==> config.mk <==
export PLATFORM = sky130hd
export DESIGN_NAME = directional_nearest_rect_select_core
export DESIGN_NICKNAME = d
export VERILOG_FILES = /design/src/hdl/drnrs_pkg.sv /design/src/hdl/drnrs_front.sv /design/src/hdl/drnrs_queue.sv /design/src/hdl/drnrs_back.sv /design/src/hdl/directional_nearest_rect_select_core.sv
export SDC_FILE = /design/constraint.sdc
export NUM_CORES = 1
export LEC_CHECK = 0
export CAP_MARGIN = 20
export CORE_MARGIN = 2
export CORE_UTILIZATION = 64
export CTS_BUF_LIST = sky130_fd_sc_hd__clkbuf_16
export DETAILED_ROUTE_END_ITERATION = 10
export DONT_BUFFER_PORTS = 1
export GPL_TIMING_DRIVEN = 0
export PLACE_DENSITY = 0.89
export SETUP_SLACK_MARGIN = 0.05
export SLEW_MARGIN = 20
export SYNTH_ARGS = -nofsm -noshare
export SYNTH_HDL_FRONTEND = slang
export SYNTH_SLANG_ARGS = --single-unit
==> constraint.sdc <==
create_clock -name clk -period 12.7 [get_ports clk]
set_clock_uncertainty 0.2 [all_clocks]
set_input_delay 0 -clock clk [delete_from_list [all_inputs] [get_ports clk]]
set_output_delay 0 -clock clk [all_outputs]
set_load 0.05 [all_outputs]
==> src/hdl/drnrs_pkg.sv <==
`default_nettype none

package drnrs_pkg;

    // Field widths.
    localparam int COORD_W    = 16;
    localparam int SIZE_W     = 15;
    localparam int ID_W       = 16;
    localparam int ALONG_W    = 17;
    localparam int TOTAL_W    = 21;
    localparam int CFG_IDX_W  = 3;
    localparam int CFG_DATA_W = 16;

    // Default number of entries in the queue between the two halves.
    localparam int QUEUE_DEPTH = 2;

    // This is added to the score of a candidate whose cross projection misses.
    localparam logic [TOTAL_W-1:0] FAR_PENALTY = 21'd1000000;

    // Move direction codes.
    typedef enum logic [1:0] {
        DIR_LEFT  = 2'd0,
        DIR_RIGHT = 2'd1,
        DIR_UP    = 2'd2,
        DIR_DOWN  = 2'd3
    } dir_t;

    // Configuration register indexes.
    typedef enum logic [CFG_IDX_W-1:0] {
        CFG_CUR_X     = 3'd0,
        CFG_CUR_Y     = 3'd1,
        CFG_CUR_W     = 3'd2,
        CFG_CUR_H     = 3'd3,
        CFG_DIRECTION = 3'd4
    } cfg_index_t;

    // A classified candidate, as it travels from the front to the back.
    typedef struct packed {
        logic               first;
        logic               side;
        logic [ALONG_W-1:0] along;
        logic [ALONG_W-1:0] across;
        logic [TOTAL_W-1:0] total;
        logic [ID_W-1:0]    ident;
    } cand_item_t;

endpackage

`default_nettype wire

==> src/hdl/drnrs_front.sv <==
`default_nettype none

module drnrs_front (
    input  logic                                 clk,
    input  logic                                 rst_n,
    // Configuration writes.
    input  logic                                 cfg_we,
    input  logic [drnrs_pkg::CFG_IDX_W-1:0]      cfg_index,
    input  logic [drnrs_pkg::CFG_DATA_W-1:0]     cfg_data,
    // Candidate input channel.
    input  logic                                 in_valid,
    output logic                                 in_stall,
    input  logic                                 first,
    input  logic [drnrs_pkg::COORD_W-1:0]        cand_x,
    input  logic [drnrs_pkg::COORD_W-1:0]        cand_y,
    input  logic [drnrs_pkg::SIZE_W-1:0]         cand_w,
    input  logic [drnrs_pkg::SIZE_W-1:0]         cand_h,
    input  logic [drnrs_pkg::ID_W-1:0]           cand_id,
    // Queue write side.
    output logic                                 push,
    output drnrs_pkg::cand_item_t                push_item,
    input  logic                                 queue_full
);
    import drnrs_pkg::*;

    // Configuration registers.
    logic [COORD_W-1:0] cur_x_reg;
    logic [COORD_W-1:0] cur_y_reg;
    logic [SIZE_W-1:0]  cur_w_reg;
    logic [SIZE_W-1:0]  cur_h_reg;
    dir_t               dir_reg;

    // Stage one: centre differences and overlap, oriented by direction.
    logic [COORD_W:0]   cand_cx;
    logic [COORD_W:0]   cand_cy;
    logic [COORD_W:0]   cur_cx;
    logic [COORD_W:0]   cur_cy;
    logic [COORD_W+1:0] diff_x;
    logic [COORD_W+1:0] diff_y;
    logic [COORD_W:0]   cur_right;
    logic [COORD_W:0]   cur_bottom;
    logic [COORD_W:0]   cand_right;
    logic [COORD_W:0]   cand_bottom;
    logic               overlap_x;
    logic               overlap_y;
    logic               horizontal;
    logic               accept;

    logic               s1_valid_reg;
    logic               s1_valid_next;
    logic               s1_first_reg;
    logic [ID_W-1:0]    s1_ident_reg;
    logic [COORD_W+1:0] s1_along_reg;
    logic [COORD_W+1:0] s1_across_reg;
    logic               s1_negate_reg;
    logic               s1_overlap_reg;

    // Stage two: primary distance, secondary offset and score.
    logic [COORD_W+1:0] along_signed;
    logic [COORD_W+1:0] across_mag;
    logic [ALONG_W-1:0] primary;
    logic [ALONG_W-1:0] secondary;

    // Configuration writes; indexes beyond the list are ignored.
    always_ff @(posedge clk or negedge rst_n)
    begin
        if (!rst_n)
        begin
            cur_x_reg <= '0;
            cur_y_reg <= '0;
            cur_w_reg <= SIZE_W'(1);
            cur_h_reg <= SIZE_W'(1);
            dir_reg   <= DIR_LEFT;
        end
        else if (cfg_we)
        begin
            unique case (cfg_index_t'(cfg_index))
                CFG_CUR_X:     cur_x_reg <= cfg_data[COORD_W-1:0];
                CFG_CUR_Y:     cur_y_reg <= cfg_data[COORD_W-1:0];
                CFG_CUR_W:     cur_w_reg <= cfg_data[SIZE_W-1:0];
                CFG_CUR_H:     cur_h_reg <= cfg_data[SIZE_W-1:0];
                CFG_DIRECTION: dir_reg   <= dir_t'(cfg_data[1:0]);
                default:       ;
            endcase
        end
    end

    // Centres are the edge plus half the size, rounded down.
    always_comb
    begin
        cand_cx = {cand_x[COORD_W-1], cand_x} + {3'b000, cand_w[SIZE_W-1:1]};
        cand_cy = {cand_y[COORD_W-1], cand_y} + {3'b000, cand_h[SIZE_W-1:1]};
        cur_cx  = {cur_x_reg[COORD_W-1], cur_x_reg} + {3'b000, cur_w_reg[SIZE_W-1:1]};
        cur_cy  = {cur_y_reg[COORD_W-1], cur_y_reg} + {3'b000, cur_h_reg[SIZE_W-1:1]};
        diff_x  = {cand_cx[COORD_W], cand_cx} - {cur_cx[COORD_W], cur_cx};
        diff_y  = {cand_cy[COORD_W], cand_cy} - {cur_cy[COORD_W], cur_cy};
    end

    // Projection overlap on each axis, with strict inequalities.
    always_comb
    begin
        cur_right   = {cur_x_reg[COORD_W-1], cur_x_reg} + {2'b00, cur_w_reg};
        cur_bottom  = {cur_y_reg[COORD_W-1], cur_y_reg} + {2'b00, cur_h_reg};
        cand_right  = {cand_x[COORD_W-1], cand_x} + {2'b00, cand_w};
        cand_bottom = {cand_y[COORD_W-1], cand_y} + {2'b00, cand_h};
        overlap_x   = ($signed({cand_x[COORD_W-1], cand_x}) < $signed(cur_right)) &&
                      ($signed(cand_right) > $signed({cur_x_reg[COORD_W-1], cur_x_reg}));
        overlap_y   = ($signed({cand_y[COORD_W-1], cand_y}) < $signed(cur_bottom)) &&
                      ($signed(cand_bottom) > $signed({cur_y_reg[COORD_W-1], cur_y_reg}));
        horizontal  = (dir_reg == DIR_LEFT) || (dir_reg == DIR_RIGHT);
    end

    // Stage one holds one item; it drains into the queue whenever there is room.
    assign push     = s1_valid_reg && !queue_full;
    assign in_stall = s1_valid_reg && queue_full;
    assign accept   = in_valid && !in_stall;

    always_comb
    begin
        if (accept)
        begin
            s1_valid_next = 1'b1;
        end
        else if (push)
        begin
            s1_valid_next = 1'b0;
        end
        else
        begin
            s1_valid_next = s1_valid_reg;
        end
    end

    always_ff @(posedge clk or negedge rst_n)
    begin
        if (!rst_n)
        begin
            s1_valid_reg <= 1'b0;
        end
        else
        begin
            s1_valid_reg <= s1_valid_next;
        end
    end

    always_ff @(posedge clk)
    begin
        if (accept)
        begin
            s1_first_reg   <= first;
            s1_ident_reg   <= cand_id;
            s1_along_reg   <= horizontal ? diff_x : diff_y;
            s1_across_reg  <= horizontal ? diff_y : diff_x;
            s1_negate_reg  <= (dir_reg == DIR_LEFT) || (dir_reg == DIR_UP);
            s1_overlap_reg <= horizontal ? overlap_y : overlap_x;
        end
    end

    // Orient the primary distance, take the offset magnitude and form the score.
    always_comb
    begin
        along_signed = s1_negate_reg ? (~s1_along_reg + (COORD_W+2)'(1)) : s1_along_reg;
        across_mag   = s1_across_reg[COORD_W+1] ? (~s1_across_reg + (COORD_W+2)'(1)) :
                                                  s1_across_reg;
        primary      = along_signed[ALONG_W-1:0];
        secondary    = across_mag[ALONG_W-1:0];

        push_item.first  = s1_first_reg;
        push_item.side   = !along_signed[COORD_W+1] && (along_signed != '0);
        push_item.along  = primary;
        push_item.across = secondary;
        push_item.ident  = s1_ident_reg;
        if (s1_overlap_reg)
        begin
            push_item.total = {{(TOTAL_W-ALONG_W){1'b0}}, primary};
        end
        else
        begin
            push_item.total = {{(TOTAL_W-ALONG_W){1'b0}}, primary} +
                              {{(TOTAL_W-ALONG_W-1){1'b0}}, secondary, 1'b0} +
                              FAR_PENALTY;
        end
    end

endmodule

`default_nettype wire

==> src/hdl/drnrs_queue.sv <==
`default_nettype none

module drnrs_queue #(
    parameter int DEPTH = drnrs_pkg::QUEUE_DEPTH
) (
    input  logic                  clk,
    input  logic                  rst_n,
    input  logic                  push,
    input  drnrs_pkg::cand_item_t push_item,
    output logic                  full,
    input  logic                  pop,
    output logic                  head_valid,
    output drnrs_pkg::cand_item_t head_item
);
    import drnrs_pkg::*;

    localparam int PTR_W   = (DEPTH > 1) ? $clog2(DEPTH) : 1;
    localparam int COUNT_W = $clog2(DEPTH + 1);

    cand_item_t         entries_reg [DEPTH];
    logic [PTR_W-1:0]   wr_ptr_reg;
    logic [PTR_W-1:0]   wr_ptr_next;
    logic [PTR_W-1:0]   rd_ptr_reg;
    logic [PTR_W-1:0]   rd_ptr_next;
    logic [COUNT_W-1:0] count_reg;
    logic [COUNT_W-1:0] count_next;

    assign full       = (count_reg == COUNT_W'(DEPTH));
    assign head_valid = (count_reg != '0);
    assign head_item  = entries_reg[rd_ptr_reg];

    // Pointer wrap and fill count.
    always_comb
    begin
        wr_ptr_next = wr_ptr_reg;
        rd_ptr_next = rd_ptr_reg;
        count_next  = count_reg;
        if (push)
        begin
            wr_ptr_next = (wr_ptr_reg == PTR_W'(DEPTH - 1)) ? '0 : wr_ptr_reg + PTR_W'(1);
        end
        if (pop)
        begin
            rd_ptr_next = (rd_ptr_reg == PTR_W'(DEPTH - 1)) ? '0 : rd_ptr_reg + PTR_W'(1);
        end
        if (push && !pop)
        begin
            count_next = count_reg + COUNT_W'(1);
        end
        else if (pop && !push)
        begin
            count_next = count_reg - COUNT_W'(1);
        end
    end

    always_ff @(posedge clk or negedge rst_n)
    begin
        if (!rst_n)
        begin
            wr_ptr_reg <= '0;
            rd_ptr_reg <= '0;
            count_reg  <= '0;
        end
        else
        begin
            wr_ptr_reg <= wr_ptr_next;
            rd_ptr_reg <= rd_ptr_next;
            count_reg  <= count_next;
        end
    end

    // Entry storage.
    always_ff @(posedge clk)
    begin
        if (push)
        begin
            entries_reg[wr_ptr_reg] <= push_item;
        end
    end

    // The front never writes into a full queue, and the back never reads an empty one.
    a_no_push_when_full: assert property (@(posedge clk) disable iff (!rst_n)
        push |-> (count_reg < COUNT_W'(DEPTH)))
        else $error("queue written while full");

    a_no_pop_when_empty: assert property (@(posedge clk) disable iff (!rst_n)
        pop |-> (count_reg != '0))
        else $error("queue read while empty");

endmodule

`default_nettype wire

==> src/hdl/drnrs_back.sv <==
`default_nettype none

module drnrs_back (
    input  logic                            clk,
    input  logic                            rst_n,
    // Queue read side.
    input  logic                            head_valid,
    input  drnrs_pkg::cand_item_t           head_item,
    output logic                            pop,
    // Result channel.
    output logic                            out_valid,
    input  logic                            out_stall,
    output logic                            found,
    output logic [drnrs_pkg::ID_W-1:0]      best_ident,
    output logic                            in_direction
);
    import drnrs_pkg::*;

    // Kept best.
    logic               have_best_reg;
    logic               have_best_next;
    logic [ID_W-1:0]    best_tag_reg;
    logic [ID_W-1:0]    best_tag_next;
    logic [TOTAL_W-1:0] best_total_reg;
    logic [TOTAL_W-1:0] best_total_next;
    logic [ALONG_W-1:0] best_along_reg;
    logic [ALONG_W-1:0] best_along_next;
    logic [ALONG_W-1:0] best_across_reg;
    logic [ALONG_W-1:0] best_across_next;

    // Result register.
    logic               out_valid_reg;
    logic               out_valid_next;
    logic               found_reg;
    logic [ID_W-1:0]    ident_reg;
    logic               in_dir_reg;

    logic               have_eff;
    logic [ID_W-1:0]    tag_eff;
    logic [TOTAL_W-1:0] total_eff;
    logic [ALONG_W-1:0] along_eff;
    logic [ALONG_W-1:0] across_eff;
    logic               better;

    // Take the next item whenever the result register is free or being emptied.
    assign pop = head_valid && (!out_valid_reg || !out_stall);

    // A first item clears the kept best before it is compared.
    always_comb
    begin
        have_eff   = have_best_reg && !head_item.first;
        tag_eff    = head_item.first ? '0 : best_tag_reg;
        total_eff  = head_item.first ? '0 : best_total_reg;
        along_eff  = head_item.first ? '0 : best_along_reg;
        across_eff = head_item.first ? '0 : best_across_reg;

        better = head_item.side &&
                 (!have_eff || (head_item.total < total_eff) ||
                  ((head_item.total == total_eff) &&
                   ((head_item.along < along_eff) ||
                    ((head_item.along == along_eff) && (head_item.across < across_eff)))));

        have_best_next   = have_best_reg;
        best_tag_next    = best_tag_reg;
        best_total_next  = best_total_reg;
        best_along_next  = best_along_reg;
        best_across_next = best_across_reg;
        if (pop)
        begin
            have_best_next   = better || have_eff;
            best_tag_next    = better ? head_item.ident  : tag_eff;
            best_total_next  = better ? head_item.total  : total_eff;
            best_along_next  = better ? head_item.along  : along_eff;
            best_across_next = better ? head_item.across : across_eff;
        end

        out_valid_next = pop || (out_valid_reg && out_stall);
    end

    always_ff @(posedge clk or negedge rst_n)
    begin
        if (!rst_n)
        begin
            have_best_reg   <= 1'b0;
            best_tag_reg    <= '0;
            best_total_reg  <= '0;
            best_along_reg  <= '0;
            best_across_reg <= '0;
            out_valid_reg   <= 1'b0;
        end
        else
        begin
            have_best_reg   <= have_best_next;
            best_tag_reg    <= best_tag_next;
            best_total_reg  <= best_total_next;
            best_along_reg  <= best_along_next;
            best_across_reg <= best_across_next;
            out_valid_reg   <= out_valid_next;
        end
    end

    // The result payload loads with each item taken from the queue.
    always_ff @(posedge clk)
    begin
        if (pop)
        begin
            found_reg  <= have_best_next;
            ident_reg  <= best_tag_next;
            in_dir_reg <= head_item.side;
        end
    end

    assign out_valid    = out_valid_reg;
    assign found        = found_reg;
    assign best_ident   = ident_reg;
    assign in_direction = in_dir_reg;

    // A first item that misses the wanted side reports no best and a zero identifier.
    a_first_miss_clears: assert property (@(posedge clk) disable iff (!rst_n)
        (pop && head_item.first && !head_item.side) |=> (!found && (best_ident == '0)))
        else $error("search start without a hit left a best behind");

    // The kept best is only dropped by the start of a new search.
    a_best_drops_on_first: assert property (@(posedge clk) disable iff (!rst_n)
        $fell(have_best_reg) |-> $past(pop && head_item.first))
        else $error("kept best lost outside a search start");

    // A candidate on the wanted side always leaves a best behind.
    a_hit_sets_found: assert property (@(posedge clk) disable iff (!rst_n)
        (pop && head_item.side) |=> found)
        else $error("candidate on the wanted side left no best");

    // A reported hit is never shown without a best.
    a_dir_implies_found: assert property (@(posedge clk) disable iff (!rst_n)
        (out_valid && in_direction) |-> found)
        else $error("hit reported without a best");

endmodule

`default_nettype wire

==> src/hdl/directional_nearest_rect_select_core.sv <==
`default_nettype none

// Channel   Direction  Handshake            Payload
// cfg       in         cfg_we               cfg_index, cfg_data
// in        in         in_valid / in_stall  first, cand_x, cand_y, cand_w, cand_h, cand_id
// out       out        out_valid / out_stall found, best_ident, in_direction
//
// One candidate is taken per cycle while in_stall is low; the rate is set by the
// combinational compare against the kept best in the back half. From input transfer
// to result, an item passes the classification stage, queue entry and result register.
// Reset clears the configuration to its defaults and drops the kept best.
// A stalled result leaves room for QUEUE_DEPTH + 1 further items before in_stall rises.

module directional_nearest_rect_select_core #(
    parameter int QUEUE_DEPTH = drnrs_pkg::QUEUE_DEPTH
) (
    input  logic                                 clk,
    input  logic                                 rst_n,
    input  logic                                 cfg_we,
    input  logic [drnrs_pkg::CFG_IDX_W-1:0]      cfg_index,
    input  logic [drnrs_pkg::CFG_DATA_W-1:0]     cfg_data,
    input  logic                                 in_valid,
    output logic                                 in_stall,
    input  logic                                 first,
    input  logic [drnrs_pkg::COORD_W-1:0]        cand_x,
    input  logic [drnrs_pkg::COORD_W-1:0]        cand_y,
    input  logic [drnrs_pkg::SIZE_W-1:0]         cand_w,
    input  logic [drnrs_pkg::SIZE_W-1:0]         cand_h,
    input  logic [drnrs_pkg::ID_W-1:0]           cand_id,
    output logic                                 out_valid,
    input  logic                                 out_stall,
    output logic                                 found,
    output logic [drnrs_pkg::ID_W-1:0]           best_ident,
    output logic                                 in_direction
);
    import drnrs_pkg::*;

    logic       push;
    logic       queue_full;
    logic       pop;
    logic       head_valid;
    cand_item_t push_item;
    cand_item_t head_item;

    // Front: configuration and candidate classification.
    drnrs_front u_front (
        .clk        (clk),
        .rst_n      (rst_n),
        .cfg_we     (cfg_we),
        .cfg_index  (cfg_index),
        .cfg_data   (cfg_data),
        .in_valid   (in_valid),
        .in_stall   (in_stall),
        .first      (first),
        .cand_x     (cand_x),
        .cand_y     (cand_y),
        .cand_w     (cand_w),
        .cand_h     (cand_h),
        .cand_id    (cand_id),
        .push       (push),
        .push_item  (push_item),
        .queue_full (queue_full)
    );

    // Queue between the two halves.
    drnrs_queue #(
        .DEPTH (QUEUE_DEPTH)
    ) u_queue (
        .clk        (clk),
        .rst_n      (rst_n),
        .push       (push),
        .push_item  (push_item),
        .full       (queue_full),
        .pop        (pop),
        .head_valid (head_valid),
        .head_item  (head_item)
    );

    // Back: best tracking and result register.
    drnrs_back u_back (
        .clk          (clk),
        .rst_n        (rst_n),
        .head_valid   (head_valid),
        .head_item    (head_item),
        .pop          (pop),
        .out_valid    (out_valid),
        .out_stall    (out_stall),
        .found        (found),
        .best_ident   (best_ident),
        .in_direction (in_direction)
    );

endmodule

`default_nettype wire
; Word-level counts from Yosys, hierarchy flattened
; Memories as Yosys holds them, arrays and structs flattened.
; Cells that the tools add are included.
[classes]
order_cmp = 7
bitwise_logic = 2
muxes = 24
eq_ne = 9
reduce_logical = 42
add_sub_neg = 18
[op_table]
columns = operator, n
row1 = $mux 17, 5
row2 = $add 16x15->17, 4
row3 = $add 16x16->17, 4
row4 = $mux 21, 3
row5 = $mux 18, 3
row6 = $mux 16, 3
row7 = $sub 17x17->18, 2
row8 = $gt 17x16->1, 2
row9 = $lt 16x17->1, 2
row10 = $lt 17x17->1, 2
row11 = $add 21x20->21 const B, 1
row12 = $eq 21x21->1, 1
row13 = $lt 21x21->1, 1
row14 = $add 17x18->19, 1
row15 = $add 18x1->18 const B, 1
row16 = $not 18->18, 1
row17 = $reduce_bool 18->1, 1
row18 = $add 17x1->17 const B, 1
row19 = $eq 17x17->1, 1
row20 = $not 17->17, 1
row21 = $logic_and 1x1->1, 14
row22 = $reduce_and 2->1, 5
row23 = $logic_not 1->1, 9
row24 = $logic_or 1x1->1, 8
row25 = other kinds (13), 26
[word_totals]
input_bits = 103
word_cells = 127
output_inout_bits = 20
reg_bits = 215
mem_bits_rw = 146
mem_count = 1
[memory_table]
columns = name, words, word_bits, read_ports, rd_clocked_by_memory_dff, wr, line
row1 = u_queue.entries_reg, 2, 73, 1, 0, 1, drnrs_queue.sv:20  ; cand_item_t entries_reg [DEPTH];

; Logic depth before layout (Yosys ltp)
; An unclocked memory read counts as a cell.
[logic_depth]
depth_word = 10
ltp_mapped = 21
mapped_depth_nobuf = 21

; Cells and area by module
; A second synthesis with hierarchy kept.
[hier_totals]
hier_cells = 2129
area_unflattened_um2 = 24100.6
[modules_own_cells]
columns = module, area_each_um2, cells_per_inst, seq_area_each_um2, instances
row1 = drnrs_front, 13634.3, 1498, 3280.6, 1
row2 = drnrs_queue, 5704.2, 243, 4484.3, 1
row3 = drnrs_back, 4762.1, 388, 2367.3, 1

; Worst setup path before layout
; No wires, ideal clock.
[synth_timing]
kind = reg-to-reg
startpoint = register u_front.s1_along_reg[6]
endpoint = memory u_queue.entries_reg[0][34] (netlist bit), data pin
setup_time_ps = 148
path_buffers = 1
period_less_slack_ps = 4616
t_arrival_ps = 4268
path_stages_with_launch = 16
required_ps = 12352
slack_ps = 8084
path_cell_list = edfxtp_1 or4_4 or3_1 or3_1 o21ai_0 xnor2_1 ha_1 and2_1 clkbuf_1 a221o_1 a221o_1 a21oi_2 xnor2_2 nand2_1 or3_1 a21oi_2
[synth_lines]
columns = item, line
row1 = from (decl), drnrs_front.sv:53  ; logic [COORD_W+1:0] s1_along_reg;
row2 = from (signal assigned), drnrs_front.sv:152  ; s1_along_reg <= horizontal ? diff_x : diff_y;
row3 = to (decl), drnrs_queue.sv:20

; Worst setup path in the final report
[layout_timing]
startpoint = register u_queue.rd_ptr_reg
endpoint = register u_back.ident_reg[10], in the netlist u_back.best_ident[10], data pin
[layout_via]
elab_chain_cells = 10
elab_cells_between_ends = 21
cone_classes = order compare (3) / eq/ne (2) / mux (6) / reduce/logical (9) / memory (1)
[layout_lines]
columns = item, line
row1 = from (decl), drnrs_queue.sv:23  ; logic [PTR_W-1:0] rd_ptr_reg;
row2 = from (signal assigned), drnrs_queue.sv:67  ; rd_ptr_reg <= rd_ptr_next;
row3 = $mem_v2 2x73 *, n/a
row4 = $mux 17 (on tied branches), "drnrs_back.sv:55, drnrs_back.sv:54"
row5 = $lt 17x17->1 or $eq 17x17->1 (tied branches), drnrs_back.sv:61  ; ((head_item.along == along_eff) && (head_item.across < across_eff)))));
row6 = $logic_and 1x1->1, drnrs_back.sv:61
row7 = $logic_or 1x1->1, drnrs_back.sv:60  ; ((head_item.along < along_eff) ||
row8 = $logic_and 1x1->1, drnrs_back.sv:59  ; ((head_item.total == total_eff) &&
row9 = $logic_or 1x1->1, drnrs_back.sv:58  ; (!have_eff || (head_item.total < total_eff) ||
row10 = $logic_and 1x1->1, drnrs_back.sv:57  ; better = head_item.side &&
row11 = $mux 16 *, drnrs_back.sv:71  ; best_tag_next = better ? head_item.ident : tag_eff;
row12 = $mux 16 *, drnrs_back.sv:68  ; if (pop)
row13 = via u_back.best_tag_next[10], drnrs_back.sv:23  ; logic [ID_W-1:0] best_tag_next;
row14 = to (signal assigned), drnrs_back.sv:108  ; ident_reg <= best_tag_next;
row15 = to (decl), drnrs_back.sv:35  ; logic [ID_W-1:0] ident_reg;
; Mark *: on every way through the listed nets, which the timed path passes. The rest lies on a longest branch.
; A chain may end at the register's enable or synchronous reset.

==> Flow_metrics.wiki <==
{| class="wikitable"
! Metric !! Value
|-
| Worst-case headroom to the max-slew limit || 43.59%
|-
| Crit Path Category || register to register
|-
| Post-Synthesis Cell Area || 23,480 um^2
|-
| Drt wl/cell || 22.58 um
|-
| Reg2reg start || u_queue.rd_ptr_reg$_DFFE_PN0P_
|-
| Count of cells along the worst register-to-register path || 18
|-
| Path class of the lowest-slack min-delay path || input port to asynchronous set/reset pin
|-
| Required time worst endpoint || 12.84 ns
|-
| Final global-route overflow total || 0
|-
| Post-synthesis register bit count || 359
|-
| Leading cell types by count after synthesis || sky130_fd_sc_hd__nand2_1, sky130_fd_sc_hd__ha_1, sky130_fd_sc_hd__edfxtp_1, sky130_fd_sc_hd__o21ai_0, sky130_fd_sc_hd__inv_1
|-
| Die H || 195.5 um
|-
| Final Critical Period || 7.278 ns
|-
| Nets || 2,762
|-
| Sum of negative setup slack || 0 ns
|-
| Fraction of the cycle the final worst path needs || 57.31%
|-
| Post-Synthesis Mean Instance Area || 10.63 um^2
|-
| Status || complete, but fails checks
|-
| Async set-reset flop share out of synthesis || 39.55%
|-
| Initial antenna violation count || 4
|-
| Critical path launch point || u_queue.rd_ptr_reg$_DFFE_PN0P_
|-
| Clock Tree Buf Depth || 3
|-
| I/O pin cnt || 123
|-
| Iteration-0 DRC Markers || 1,741
|-
| Area growth from synthesis to final layout || 12.79%
|-
| Largest net degree at the start of global routing || 143
|-
| Max_cap viols || 0
|-
| Synth cell types || 77
|-
| Most area-consuming cells after synthesis || sky130_fd_sc_hd__edfxtp_1, sky130_fd_sc_hd__dfrtp_1, sky130_fd_sc_hd__ha_1
|-
| Count of flip-flops with a built-in enable after synthesis || 217
|-
| Die Wd || 195.5 um
|-
| Hold Fails Final Rpt || 16
|-
| Std-Cell Core Area || 36,350 um^2
|-
| Arrival time at the worst endpoint || 7.42 ns
|-
| Flip-flop count of the largest register, all copies and words added || 144
|-
| Reg-to-reg endpoint || u_back.best_ident[10]$_DFFE_PP_
|-
| Sequential fraction of the synthesis area || 42.91%
|-
| Cells after Synth || 2,208
|-
| Number of global-route vias before repair || 19,219
|-
| Hold WS || -0.03736 ns
|-
| TritonCTS sink count || 359
|-
| Starting density of the core || 64.59%
|-
| Drt total wl || 64.42 mm
|-
| Failing checks || negative hold slack
|-
| Share of cells above drive strength 1 || 8.778%
|-
| # DRC || 0
|-
| Overall track demand over capacity in global routing || 34.15%
|-
| Root Buffer || sky130_fd_sc_hd__clkbuf_16
|-
| Via count || 18,330
|-
| Leading area contributor after synthesis || sky130_fd_sc_hd__edfxtp_1
|-
| Area fraction of the dominant cell type after synthesis || 27.76%
|-
| Number of input and output port buffers inserted || 0
|-
| Maximum frequency from static timing analysis || 0.1374 GHz
|-
| Length of the first detailed-routing pass in iterations || 8
|-
| Post-synth net total || 2,619
|-
| Setup Viol. Count Final || 0
|-
| Unrepaired setup endpoints after global routing || false
|-
| Std cell rows || 70
|-
| Final Slew Violations || 0
|-
| Clock transition at path regs || 0.07 ns
|-
| RD Place Congestion || 0.9606
|-
| TritonCTS Buffers || 38
|-
| Most instantiated library cell after synthesis || sky130_fd_sc_hd__nand2_1
|-
| Main flop type after synthesis || sky130_fd_sc_hd__edfxtp_1
|-
| Antenna Nets Post-Route || 0
|-
| Critical path endpoint category || register
|-
| Count of synthesis-stage warnings from yosys || 0
|-
| Global-route wire length before repair || 101.1 mm
|-
| Flop2flop setup slack || 5.42 ns
|-
| Critical path endpoint || u_back.best_ident[10]$_DFFE_PP_
|-
| Peak fanout along the critical path || 10
|-
| Clock latency reported for the late side of the worst-skew pair || 0.59 ns
|-
| Vias/cell || 6.425
|-
| DP HPWL || 44.20 mm
|-
| H-tree depth reported by CTS || 2
|-
| Slew @ Worst Pin || 0.8373 ns
|-
| Crit path launch type || register
|-
| Die Outline Area || 38,230 um^2
|-
| TritonCTS clock tree || built
|}
==> cells by family after synthesis <==
kind of cell	count (synthesis)	synth area share, %
adder cells (fa/ha/maj)	308	18.37
AO/OA/AOI/OAI	481	12.72
flip-flops	359	42.91
XOR/XNOR	137	5.463
multiplexers	119	5.628
AND/OR/NAND/NOR	586	11.43
buffers and inverters	218	3.491
==> cell type report <==
class | instances | area, um^2
inverter | 156 | 585.6
multi-input combinational | 1631 | 12600
buffer | 62 | 234.0
clock buffer | 38 | 950.9
fill | 2233 | 9871
tap | 468 | 585.6
clock inverter | 32 | 324.1
antenna | 4 | 10.01
timing repair buffer | 103 | 1111
sequential | 359 | 10070
==> critical path, cell delays in order, from the launching register on <==
cell                       delay [ns]
sky130_fd_sc_hd__dfrtp_1         0.42
sky130_fd_sc_hd__clkbuf_1        0.60
sky130_fd_sc_hd__mux2i_1         0.40
sky130_fd_sc_hd__clkbuf_1        0.53
sky130_fd_sc_hd__clkbuf_1        0.50
sky130_fd_sc_hd__nand2_1         0.12
sky130_fd_sc_hd__ha_1            0.37
sky130_fd_sc_hd__nand4_1         0.23
sky130_fd_sc_hd__nor2_1          0.33
sky130_fd_sc_hd__nand3_1         0.20
sky130_fd_sc_hd__a21oi_1         0.31
sky130_fd_sc_hd__nand4_1         0.14
sky130_fd_sc_hd__a31o_2          0.27
sky130_fd_sc_hd__a31oi_1         0.60
sky130_fd_sc_hd__clkbuf_1        0.54
sky130_fd_sc_hd__clkbuf_1        0.43
sky130_fd_sc_hd__clkbuf_1        0.48
sky130_fd_sc_hd__nand2_1         0.14
sky130_fd_sc_hd__o21ai_0         0.20
==> metal layers <==
metal | wire length [um] | track usage, %
met5 | 0 | 0
met4 | 5286 | 24.68
met3 | 5427 | 6.667
met2 | 31340 | 58.35
met1 | 22370 | 38.39
==> per-stage QoR <==
step	instance area (um^2)	hold WS, ns	std cells	util (%)	setup WS (ns)
after floorplan	23480	-0.4956	2208	-	8.084
after global placement	24060	-0.4829	2676	66.20	6.538
after detailed placement	24180	-0.4826	2680	66.52	6.380
after CTS	26460	0.002421	2849	72.80	6.088
after global routing	26480	0.02984	2853	72.84	5.365
final	26480	-0.03736	2853	72.84	5.422
==> worst min path at each step <==
stage	start	endpoint	slack, ns
after global placement	rst_n	u_back.best_across_reg[10]$_DFFE_PN0P_	-0.48
after floorplan	rst_n	u_back.best_across_reg[0]$_DFFE_PN0P_	-0.50
after global routing	rst_n	u_back.best_across_reg[15]$_DFFE_PN0P_	0.03
after detailed placement	rst_n	u_back.best_across_reg[10]$_DFFE_PN0P_	-0.48
after CTS	cand_h[13]	u_front.s1_along_reg[12]$_DFFE_PP_	0.002
final	rst_n	u_back.best_across_reg[15]$_DFFE_PN0P_	-0.04
==> what timing repair did <==
| item | 4_1_cts | 5_1_grt |
|---|---|---|
| hold buffers | 99 | 0 |
| hold endpoints to repair | 302 | 0 |
| resized for setup | 0 | 0 |
| buffers inserted | 0 | 0 |
==> cell usage in the layout (no fill, tap or decap), drive strengths merged, types with 7 or more instances in the layout <==
master	synthesis	layout
clkbuf	49	87
nor2b	25	25
xnor2	101	101
o21bai	13	13
fa	61	61
o31ai	17	17
dfrtp	140	140
mux2i	15	15
nor4	7	7
and2	11	11
nor2	70	70
inv	155	167
a21o	47	47
a211oi	15	15
mux2	104	104
o41ai	7	7
and3	17	17
dlygate4sd3	0	98
a31oi	8	8
nand3	27	27
nand2	323	323
nand2b	16	16
or3	16	16
o21a	10	10
clkinv	1	14
nand4	16	16
buf	13	18
a21oi	95	95
a31o	7	7
or4	7	7
ha	247	247
a21boi	7	7
nor3	32	32
a311oi	8	8
edfxtp	217	217
o21ai	211	211
xor2	36	36
Power is not shown: default switching activity piles up to over one toggle a cycle in this logic, so the estimate is an artifact.
